**config.mk**
```make
export PLATFORM = sky130hd
export DESIGN_NAME = framed_decimal_parser_unit
export DESIGN_NICKNAME = d
export VERILOG_FILES = /design/src/rtl/core/fdp_pkg.sv /design/src/rtl/core/fdp_front.sv /design/src/rtl/core/fdp_cmd_fifo.sv /design/src/rtl/core/fdp_back.sv /design/src/rtl/core/framed_decimal_parser_unit.sv
export SDC_FILE = /design/constraint.sdc
export NUM_CORES = 1
export LEC_CHECK = 0
export BUFFER_PORTS_ARGS = -buffer_cell sky130_fd_sc_hd__buf_2
export CELL_PAD_IN_SITES_DETAIL_PLACEMENT = 1
export CELL_PAD_IN_SITES_GLOBAL_PLACEMENT = 2
export CORE_AREA = 2 2 115 128
export CTS_CLUSTER_SIZE = 10
export DETAILED_ROUTE_END_ITERATION = 8
export DIE_AREA = 0 0 117 130
export PLACE_DENSITY = 0.64
export SYNTH_ARGS = -nofsm -noshare
export SYNTH_HDL_FRONTEND = slang
export SYNTH_SLANG_ARGS = --single-unit
```
**constraint.sdc**
```tcl
create_clock -name clk -period 9.4 [get_ports clk]
set_input_delay 1.41 -clock clk [delete_from_list [all_inputs] [get_ports clk]]
set_output_delay 1.41 -clock clk [all_outputs]
set_load 0.1 [all_outputs]
```
**src/rtl/core/fdp_pkg.sv**
```systemverilog
// Shared types and constants for the framed decimal parser.
`default_nettype none

package fdp_pkg;

  localparam int MAX_DIGITS_DEFAULT = 4;
  localparam int CMD_DEPTH_DEFAULT  = 2;

  localparam int BYTE_W  = 8;
  localparam int DIGIT_W = 4;
  localparam int VALUE_W = 14;

  localparam logic [BYTE_W-1:0]  CH_OPEN   = 8'h3C;  // '<'
  localparam logic [BYTE_W-1:0]  CH_CLOSE  = 8'h3E;  // '>'
  localparam logic [BYTE_W-1:0]  CH_ZERO   = 8'h30;  // '0'
  localparam logic [BYTE_W-1:0]  CH_NINE   = 8'h39;  // '9'
  localparam logic [VALUE_W-1:0] VALUE_MAX = 14'd9999;

  typedef enum logic [1:0] {
    KIND_OPEN,
    KIND_CLOSE,
    KIND_DIGIT,
    KIND_OTHER
  } kind_t;

  typedef struct packed {
    kind_t              kind;
    logic [DIGIT_W-1:0] digit;
  } cmd_t;

endpackage

`default_nettype wire

```
**src/rtl/core/fdp_front.sv**
```systemverilog
// Front end: classifies each received byte into a parser command.
`default_nettype none

module fdp_front (
  input  wire logic [fdp_pkg::BYTE_W-1:0] rx_byte,
  output fdp_pkg::cmd_t                   cmd
);

  logic [fdp_pkg::BYTE_W-1:0] offset;

  assign offset = rx_byte - fdp_pkg::CH_ZERO;

  always_comb begin
    cmd.digit = offset[fdp_pkg::DIGIT_W-1:0];
    if (rx_byte == fdp_pkg::CH_OPEN) begin
      cmd.kind = fdp_pkg::KIND_OPEN;
    end else if (rx_byte == fdp_pkg::CH_CLOSE) begin
      cmd.kind = fdp_pkg::KIND_CLOSE;
    end else if (rx_byte >= fdp_pkg::CH_ZERO && rx_byte <= fdp_pkg::CH_NINE) begin
      cmd.kind = fdp_pkg::KIND_DIGIT;
    end else begin
      cmd.kind = fdp_pkg::KIND_OTHER;
    end
  end

endmodule

`default_nettype wire

```
**src/rtl/core/fdp_cmd_fifo.sv**
```systemverilog
// Short command queue between front and back end.
`default_nettype none

module fdp_cmd_fifo #(
  parameter int DEPTH = fdp_pkg::CMD_DEPTH_DEFAULT
) (
  input  wire logic          clk,
  input  wire logic          rst,
  input  wire logic          push,
  input  wire fdp_pkg::cmd_t wr_cmd,
  output logic               full,
  input  wire logic          pop,
  output fdp_pkg::cmd_t      rd_cmd,
  output logic               empty
);

  localparam int PTR_W = (DEPTH > 1) ? $clog2(DEPTH) : 1;
  localparam int CNT_W = $clog2(DEPTH + 1);
  localparam logic [CNT_W-1:0] CNT_FULL = CNT_W'(DEPTH);
  localparam logic [PTR_W-1:0] PTR_LAST = PTR_W'(DEPTH - 1);

  fdp_pkg::cmd_t    mem [DEPTH];
  logic [PTR_W-1:0] wr_ptr;
  logic [PTR_W-1:0] rd_ptr;
  logic [CNT_W-1:0] count;
  logic             do_push;
  logic             do_pop;

  assign full    = (count == CNT_FULL);
  assign empty   = (count == '0);
  assign do_push = push && !full;
  assign do_pop  = pop && !empty;
  assign rd_cmd  = mem[rd_ptr];

  always_ff @(posedge clk) begin
    if (do_push) begin
      mem[wr_ptr] <= wr_cmd;
    end
  end

  always_ff @(posedge clk) begin
    if (rst) begin
      wr_ptr <= '0;
      rd_ptr <= '0;
      count  <= '0;
    end else begin
      if (do_push) begin
        wr_ptr <= (wr_ptr == PTR_LAST) ? '0 : wr_ptr + 1'b1;
      end
      if (do_pop) begin
        rd_ptr <= (rd_ptr == PTR_LAST) ? '0 : rd_ptr + 1'b1;
      end
      if (do_push && !do_pop) begin
        count <= count + 1'b1;
      end else if (do_pop && !do_push) begin
        count <= count - 1'b1;
      end
    end
  end

endmodule

`default_nettype wire

```
**src/rtl/core/fdp_back.sv**
```systemverilog
// Back end: frame state, digit accumulation and the result register.
`default_nettype none

module fdp_back #(
  parameter int MAX_DIGITS = fdp_pkg::MAX_DIGITS_DEFAULT
) (
  input  wire logic                        clk,
  input  wire logic                        rst,
  input  wire fdp_pkg::cmd_t               cmd,
  input  wire logic                        cmd_empty,
  output logic                             cmd_pop,
  output logic                             empty,
  input  wire logic                        pop,
  output logic                             value_ready,
  output logic                             new_value,
  output logic [fdp_pkg::VALUE_W-1:0]      value
);

  localparam int CNT_W = $clog2(MAX_DIGITS + 1);
  localparam logic [CNT_W-1:0] CNT_MAX = CNT_W'(MAX_DIGITS);
  localparam int PROD_W = fdp_pkg::VALUE_W + 4;

  logic                        in_frame, in_frame_next;
  logic [CNT_W-1:0]            digit_count, digit_count_next;
  logic [fdp_pkg::VALUE_W-1:0] accumulator, accumulator_next;
  logic [fdp_pkg::VALUE_W-1:0] latched_value, latched_value_next;
  logic                        ready_flag, ready_flag_next;
  logic                        pulse;
  logic [PROD_W-1:0]           acc_sum;
  logic                        out_valid;
  logic                        step;

  // Output register refills in the cycle it is drained, if a command is waiting.
  assign cmd_pop = !cmd_empty && (!out_valid || pop);
  assign step    = cmd_pop;
  assign empty   = !out_valid;

  assign acc_sum = PROD_W'(accumulator) * PROD_W'(10) + PROD_W'(cmd.digit);

  always_comb begin
    in_frame_next      = in_frame;
    digit_count_next   = digit_count;
    accumulator_next   = accumulator;
    latched_value_next = latched_value;
    ready_flag_next    = ready_flag;
    pulse              = 1'b0;
    unique case (cmd.kind)
      fdp_pkg::KIND_OPEN: begin
        in_frame_next    = 1'b1;
        ready_flag_next  = 1'b0;
        digit_count_next = '0;
        accumulator_next = '0;
      end
      fdp_pkg::KIND_CLOSE: begin
        if (digit_count != '0) begin
          in_frame_next      = 1'b0;
          latched_value_next = accumulator;
          ready_flag_next    = 1'b1;
          pulse              = 1'b1;
        end
      end
      fdp_pkg::KIND_DIGIT: begin
        if (in_frame) begin
          if (digit_count >= CNT_MAX) begin
            digit_count_next = '0;
            accumulator_next = '0;
            ready_flag_next  = 1'b0;
          end else begin
            // saturate, only reachable with a digit limit above four
            if (acc_sum > PROD_W'(fdp_pkg::VALUE_MAX)) begin
              accumulator_next = fdp_pkg::VALUE_MAX;
            end else begin
              accumulator_next = acc_sum[fdp_pkg::VALUE_W-1:0];
            end
            digit_count_next = digit_count + 1'b1;
          end
        end
      end
      fdp_pkg::KIND_OTHER: begin
        if (in_frame) begin
          digit_count_next = '0;
          in_frame_next    = 1'b0;
        end
      end
      default: begin
      end
    endcase
  end

  always_ff @(posedge clk) begin
    if (rst) begin
      in_frame      <= 1'b0;
      digit_count   <= '0;
      accumulator   <= '0;
      latched_value <= '0;
      ready_flag    <= 1'b0;
      out_valid     <= 1'b0;
    end else begin
      if (step) begin
        in_frame      <= in_frame_next;
        digit_count   <= digit_count_next;
        accumulator   <= accumulator_next;
        latched_value <= latched_value_next;
        ready_flag    <= ready_flag_next;
        out_valid     <= 1'b1;
      end else if (pop) begin
        out_valid <= 1'b0;
      end
    end
  end

  always_ff @(posedge clk) begin
    if (step) begin
      value_ready <= ready_flag_next;
      new_value   <= pulse;
      value       <= latched_value_next;
    end
  end

endmodule

`default_nettype wire

```
**src/rtl/core/framed_decimal_parser_unit.sv**
```systemverilog
// Top level of the framed decimal parser: front end, command queue, back end.
//
// Parses received bytes framed as '<' digits '>' (one to MAX_DIGITS digits).
// Input side is a queue: drive rx_byte and raise push; the word is taken at
//   a rising edge with push high and full low.
// Result side is a queue too: while empty is low, value_ready, new_value and
//   value show the oldest result; it is taken at an edge with pop high.
// Every input word yields exactly one result word, in order.
// A taken word sits in the command queue, then loads the back end's result
//   register once that register is empty or being drained by pop.
// Throughput: one word per cycle sustained while pop is held high; the back
//   end's multiply-by-ten-and-add loop sets that figure.
// The front end classifies bytes; a CMD_DEPTH-entry command queue lets the
//   back end stall on its own when pop is held low. Once the queue and the
//   result register are full, full rises and input stops.
// Reset (rst, synchronous, active high) empties both queues, closes any
//   frame, and clears the count, accumulator, latched value and ready flag.
`default_nettype none

module framed_decimal_parser_unit #(
  parameter int MAX_DIGITS = fdp_pkg::MAX_DIGITS_DEFAULT,
  parameter int CMD_DEPTH  = fdp_pkg::CMD_DEPTH_DEFAULT
) (
  input  wire logic                        clk,
  input  wire logic                        rst,
  input  wire logic                        push,
  output logic                             full,
  input  wire logic [fdp_pkg::BYTE_W-1:0]  rx_byte,
  output logic                             empty,
  input  wire logic                        pop,
  output logic                             value_ready,
  output logic                             new_value,
  output logic [fdp_pkg::VALUE_W-1:0]      value
);

  fdp_pkg::cmd_t front_cmd;  // classified input word
  fdp_pkg::cmd_t head_cmd;   // oldest queued command
  logic          cmd_empty;
  logic          cmd_pop;

  fdp_front u_front (
    .rx_byte (rx_byte),
    .cmd     (front_cmd)
  );

  fdp_cmd_fifo #(
    .DEPTH (CMD_DEPTH)
  ) u_cmd_fifo (
    .clk    (clk),
    .rst    (rst),
    .push   (push),
    .wr_cmd (front_cmd),
    .full   (full),
    .pop    (cmd_pop),
    .rd_cmd (head_cmd),
    .empty  (cmd_empty)
  );

  fdp_back #(
    .MAX_DIGITS (MAX_DIGITS)
  ) u_back (
    .clk         (clk),
    .rst         (rst),
    .cmd         (head_cmd),
    .cmd_empty   (cmd_empty),
    .cmd_pop     (cmd_pop),
    .empty       (empty),
    .pop         (pop),
    .value_ready (value_ready),
    .new_value   (new_value),
    .value       (value)
  );

endmodule

`default_nettype wire
```
# Word level (Yosys, flattened, before mapping)
# Memories as Yosys holds them, arrays and structs flattened. A register that Yosys moved wholly into a read port is not among the register bits.
# Index checks and enable logic that the tools add are counted.
# W data, S select, Z words.
dict set report word_totals {
  reg_bits 54
  latchBits 0
  mem_bits_rw 12
  mem_bits_ro 0
  in_bits 12
  out_inout_bits 18
  elab_cells 87
  memories 1
}
dict set report classes {
  n_addsub 7
  n_mul 1
  n_div 0
  n_lt_le_gt_ge 4
  n_eq_ne 9
  shift 0
  muxes 30
  bitwise 0
  reduce_logical 23
}
# name words width rd rd_clocked_by_memory_dff write_ports line
set mem_list {}
lappend mem_list {u_cmd_fifo.mem 2 6 1 1 1 fdp_cmd_fifo.sv:22} ;# fdp_pkg::cmd_t mem [DEPTH];
# operator n
set op_table {}
lappend op_table {{$mux W14} 5}
lappend op_table {{$pmux W14 S2} 1}
lappend op_table {{$add A18 B4 Y18} 1}
lappend op_table {{$gt A18 B14 Y1 const B} 1}
lappend op_table {{$mul A14 B3 Y17 const B} 1}
lappend op_table {{$eq A8 B6 Y1 const B} 2}
lappend op_table {{$mux W1} 14}
lappend op_table {{$mux W3} 3}
lappend op_table {{$pmux W3 S3} 1}
lappend op_table {{$reduce_bool A3 Y1} 3}
lappend op_table {{$ge A8 B6 Y1 const B} 1}
lappend op_table {{$le A8 B6 Y1 const B} 1}
lappend op_table {{$mux W2} 4}
lappend op_table {{$eq A2 B2 Y1 const B} 3}
lappend op_table {{$logic_and A1 B1 Y1} 6}
lappend op_table {{$ne A2 B1 Y1 const B} 3}
lappend op_table {{$pmux W1 S3} 2}
lappend op_table {{$reduce_and A3 Y1} 2}
lappend op_table {{$reduce_bool A2 Y1} 3}
lappend op_table {{$logic_not A1 Y1} 5}
lappend op_table {{$logic_not A2 Y1} 2}
lappend op_table {{$reduce_and A4 Y1} 1}
lappend op_table {{$sub A4 B1 Y4 const B} 1}
lappend op_table {{$add A3 B1 Y3 const B} 1}
lappend op_table {{other kinds (6)} 7}

# Longest topological paths before layout
dict set report logic_depth {
  depth_word 7
  depth_mapped 13
  mapped_depth_nobuf 13
}

# By module
# Synthesis repeated with hierarchy kept, for this count alone.
dict set report unflattened {
  cells_unflattened 439
  hier_area_um2 4005.1
}
# mod n_inst cells_per_inst area_each_um2 seq_area_each_um2
set modules_own_cells {}
lappend modules_own_cells {fdp_back 1 386 3290.7 1161.1}
lappend modules_own_cells {fdp_cmd_fifo 1 44 649.4 460.4}
lappend modules_own_cells {fdp_front 1 9 65.1 0.0}

# Least setup slack after synthesis
# No wires, ideal clock.
dict set report synth_timing {
  path_type {flip-flop to flip-flop}
  from {register (tool-made name)}
  to {register u_back.accumulator[13] (netlist name)}
  setup_ns 0.117
  arrival_ns 3.581
  required_ns 9.283
  path_slack_ns 5.702
  stages_incl_launch_ff 13
  n_path_buf 1
  synth_period_minus_slack_ns 3.698
  cell_sequence {dfxtp_1 clkbuf_1 mux2_2 ha_1 fa_1 and2_1 o21ai_0 nor3_1 nand3_1 or3b_4 a2111oi_4 nand2_1 a22o_1}
}
# item line
set synth_rtl {}
lappend synth_rtl {{end signal, assigned} fdp_back.sv:102} ;# accumulator <= accumulator_next;
lappend synth_rtl {{end, declared} fdp_back.sv:25} ;# logic [fdp_pkg::VALUE_W-1:0] accumulator, accumulator_next;

# Worst setup path after layout
dict set report layout_timing {
  from {register u_back.accumulator[1] (netlist name)}
  to {register u_back.accumulator[3] (netlist name)}
}
dict set report layout_via {
  elab_chain_len 7
}
# item line
set layout_lines {}
lappend layout_lines {{$mul A14 B3 Y17 (*)} fdp_back.sv:38} ;# assign acc_sum = PROD_W'(accumulator) * PROD_W'(10) + PROD_W'(cmd.digit);
lappend layout_lines {{$add A18 B4 Y18 (*)} fdp_back.sv:38}
lappend layout_lines {{$gt A18 B14 Y1} fdp_back.sv:70} ;# if (acc_sum > PROD_W'(fdp_pkg::VALUE_MAX)) begin
lappend layout_lines {{$mux W14 (*)} fdp_back.sv:70}
lappend layout_lines {{$mux W14 (*)} fdp_back.sv:64} ;# if (digit_count >= CNT_MAX) begin
lappend layout_lines {{$mux W14 (*)} fdp_back.sv:63} ;# if (in_frame) begin
lappend layout_lines {{$pmux W14 S2 (*)} fdp_back.sv:47} ;# unique case (cmd.kind)
# Mark *: on every way between the ends. The rest lies on a longest branch, timed or not. The select of a mux whose other input is x is not followed.
# A chain may end at the register's enable or synchronous reset.

==> key figures <==
Floorplan
  – Initial Util: 0.272
  – Die ar.: ~15000 sq um
  – FP Rows: 46
  – IO Pins: 30
  – Die H: 130 um
  – CORE AREA: 14100 sq um
  – Die X: 117 um

GRT
  – Initial antenna violation count: 0
  – Global-route wire length before repair: 15400 um
  – Largest net degree at the start of global routing: 31
  – Gr usage total: 0.132
  – Vias in the first global route: around 3.1k
  – Remaining global-route overflow: 0

Yosys
  – Synth warnings: 0
  – Count of cell types in the netlist: 63
  – Cells after synthesis: 380
  – Seq/Total Area, Yosys: 0.423
  – Post-synth top area cell: edfxtp_1
  – Seq cells post-synth: between 60 and 70
  – Top_reg_cell synth: dfxtp_1
  – Syn Area/Cell: 10.1 sq um
  – Post-synth ARST share: 0
  – Post-synth EDFFs: 28
  – Syn nets: 424
  – Post-synth top area share: 0.219
  – Post-Syn Area: 3830 sq um
  – Main area contributors after synthesis: edfxtp_1, dfxtp_1, ha_1

STA
  – Final worst slack: approximately 5.3 ns
  – Final period utilization: 0.439
  – RSZ-0062 raised after global routing: no
  – Final hold vios: 0
  – Final Max Slew Viols: 0
  – Worst-margin pin slew: 0.914 ns
  – Tmin final: 4.13 ns
  – Final Setup Violations: 0
  – Max-slew headroom: 0.391
  – Fmax: roughly 240 MHz
  – Clk_skew: 0.00573 ns
  – TNS Setup: 0 ns

CTS
  – CTS tree: done
  – CTS buffer count: 9
  – Post-CTS resize count: 0
  – Clock buffer depth: 2
  – Post-CTS Setup Bufs: 0
  – # hold bufs at CTS: 0
  – Clk slew on worst S/H paths: ~0.050 ns
  – Clock root buffer: clkbuf_16
  – Clk sink count: 67
  – Clock Latency Late Sink: 0.33 ns
  – Htree depth: 3

Layout
  – Antenna diode count: 0
  – Nets: 453
  – Layout cells sized above 1: 0.196
  – Synthesis-to-finish area growth: 16.1%
  – Final Instance Count excl. Fillers: 606

Place
  – Post-DP HPWL: 6900 um
  – Placed Cells: 590
  – RD Place Congestion: 0.741
  – Port bufs: 29
  – DP Worst Slack: ~5.3 ns

Setup path
  – Most used cell, CP: ha_1
  – Critical path class: flop to flop
  – Crit start category: flop
  – Top Family by Delay on Critical Path: compound AO/OA/AOI/OAI gates
  – Crit-path max FO: 9
  – CP bufs+invs: 1
  – Worst path slowest cell: o22ai_1
  – Max stage delay on crit path: 0.74 ns
  – CP Cell Sequence: ha_1 -> ha_1 -> inv_1 -> fa_1 -> and2b_1 -> o2111ai_1 -> and3_4 -> or2_1 -> nor4_1 -> a21boi_0 -> o22ai_1 -> o211ai_2 -> a22o_1
  – Worst EP required: 9.62 ns
  – R2R Setup Slk: 5.27 ns
  – Crit. End Element: flop
  – Worst EP arrival: 4.35 ns

Route
  – DR WL/cell: approximately 15 um
  – Drt total wl: between 9000 and 10000 um
  – Drt initial violations: 120
  – Post-route ant nets: 0
  – Routed via count: 2869
  – Via/cell ratio: 4.73
  – DRC Markers: 0
  – Iteration count of the initial detailed-routing pass: 4

Pwr
  – Pleak: around 1.8 nW
  – Cell Pwr Density: 284 nW/um^2
  – Maximum VDD drop: 0.171 mV

Run status
  – Status: finished clean

Flow run
  – MaxCap Viol Count: 0

Hold path
  – Hold Path Class: flop to flop
==> layer usage <==
metal  GRT usage  vias to the layer above  part of all wire
met3      0.0316                       12             0.027
li1            -                     1439                 -
met1       0.153                     1380              0.45
met5           0                        -                 0
met4      0.0457                        0             0.012
met2       0.235                       38              0.51
==> report_power, final <==
group	internal [mW]	switching (mW)	leakage [nW]
sequential	0.401	0.0365	0.578
clock	0.185	0.115	0.127
combinational	0.115	0.409	1.13
total	0.701	0.561	1.84
==> area by class of cell <==
class / instances / area, sq um
fill: 1624 / 9650
multi-input combinational: 290 / 2120
sequential: 67 / 1620
clock buffer: 14 / 254
tap: 192 / 240
timing repair buffer: 31 / 160
inverter: 10 / 37.5
clock inverter: 2 / 12.5
==> worst register-to-register path, delay by kind of cell, from the launching register on <==
kind	cells	cell delay, ns
AOI/OAI and AO/OA	5	1.48
DFF	1	0.37
and+or+nand+nor	4	1.19
adders and majority gates	3	0.93
buffers and inverters	1	0.07
==> registers in the layout (all words and copies together), names as in the netlist, 2 cells and up, named ones only <==
register	cells
u_cmd_fifo.mem	12
u_back.latched_value	14
u_back.digit_count	3
u_back.value	14
u_cmd_fifo.count	2
u_back.accumulator	14
==> cells in the final DEF (no fill, tap or decap), types with 3 or more instances in the layout <==
cell       count
xor2_1        10
nand2b_1       7
o211ai_1       3
o21ai_0        8
nand4_1        3
mux2i_1        5
nand3_1       10
nor2_1        51
nor2b_1        5
o21ai_1        6
nand2_1       22
mux2_2        19
clkbuf_1       4
a21o_1         3
a22o_1         8
a211o_1        3
ha_1          30
buf_2         29
edfxtp_1      28
dfxtp_1       39
a21oi_1       15
nor3_1        19
xnor2_1       12
clkbuf_16      9
inv_1         10
==> logic make-up after synthesis <==
| logic type | after synthesis | share of synthesized area |
|---|---|---|
| simple gates | 145 | 0.198 |
| compound gates | 67 | 0.128 |
| flops | 67 | 0.423 |
| fa+ha+maj | 32 | 0.108 |
| mux | 24 | 0.0688 |
| buf+inv | 23 | 0.0232 |
| xor+xnor | 22 | 0.0502 |
==> path summary, 6_finish.rpt <==
check | from | endpoint | depth (start not counted)
worst max-delay path | u_back.accumulator[1] | u_back.accumulator[3] | 13
worst min-delay path | u_back.latched_value[11] | u_back.latched_value[11] | 2
worst max register to register | u_back.accumulator[1] | u_back.accumulator[3] | 13
worst min register to register | u_back.latched_value[11] | u_back.latched_value[11] | 2
==> synthesized netlist by cell type, types with 7 or more instances <==
master,count
ha_1,30
xnor2_1,12
clkbuf_1,8
o21ai_0,8
xor2_1,10
inv_1,10
dfxtp_1,39
nor3_1,19
a22o_1,8
nand2_1,22
nand2b_1,7
a21oi_1,15
mux2_2,19
nand3_1,10
edfxtp_1,28
nor2_1,51
==> stage by stage <==
step | hold WS [ns] | area, sq um | util | power [mW]
after floorplan | 0.453 | 3830 | - | 0.882
after global placement | 0.476 | 4180 | 0.297 | 0.962
after global routing | 0.524 | 4450 | 0.316 | 1.33
after CTS | 0.501 | 4450 | 0.316 | 1.28
after detailed placement | 0.492 | 4180 | 0.297 | 0.973
final | 0.496 | 4450 | 0.316 | 1.26
No activity file was read; power rests on OpenSTA's default activity.
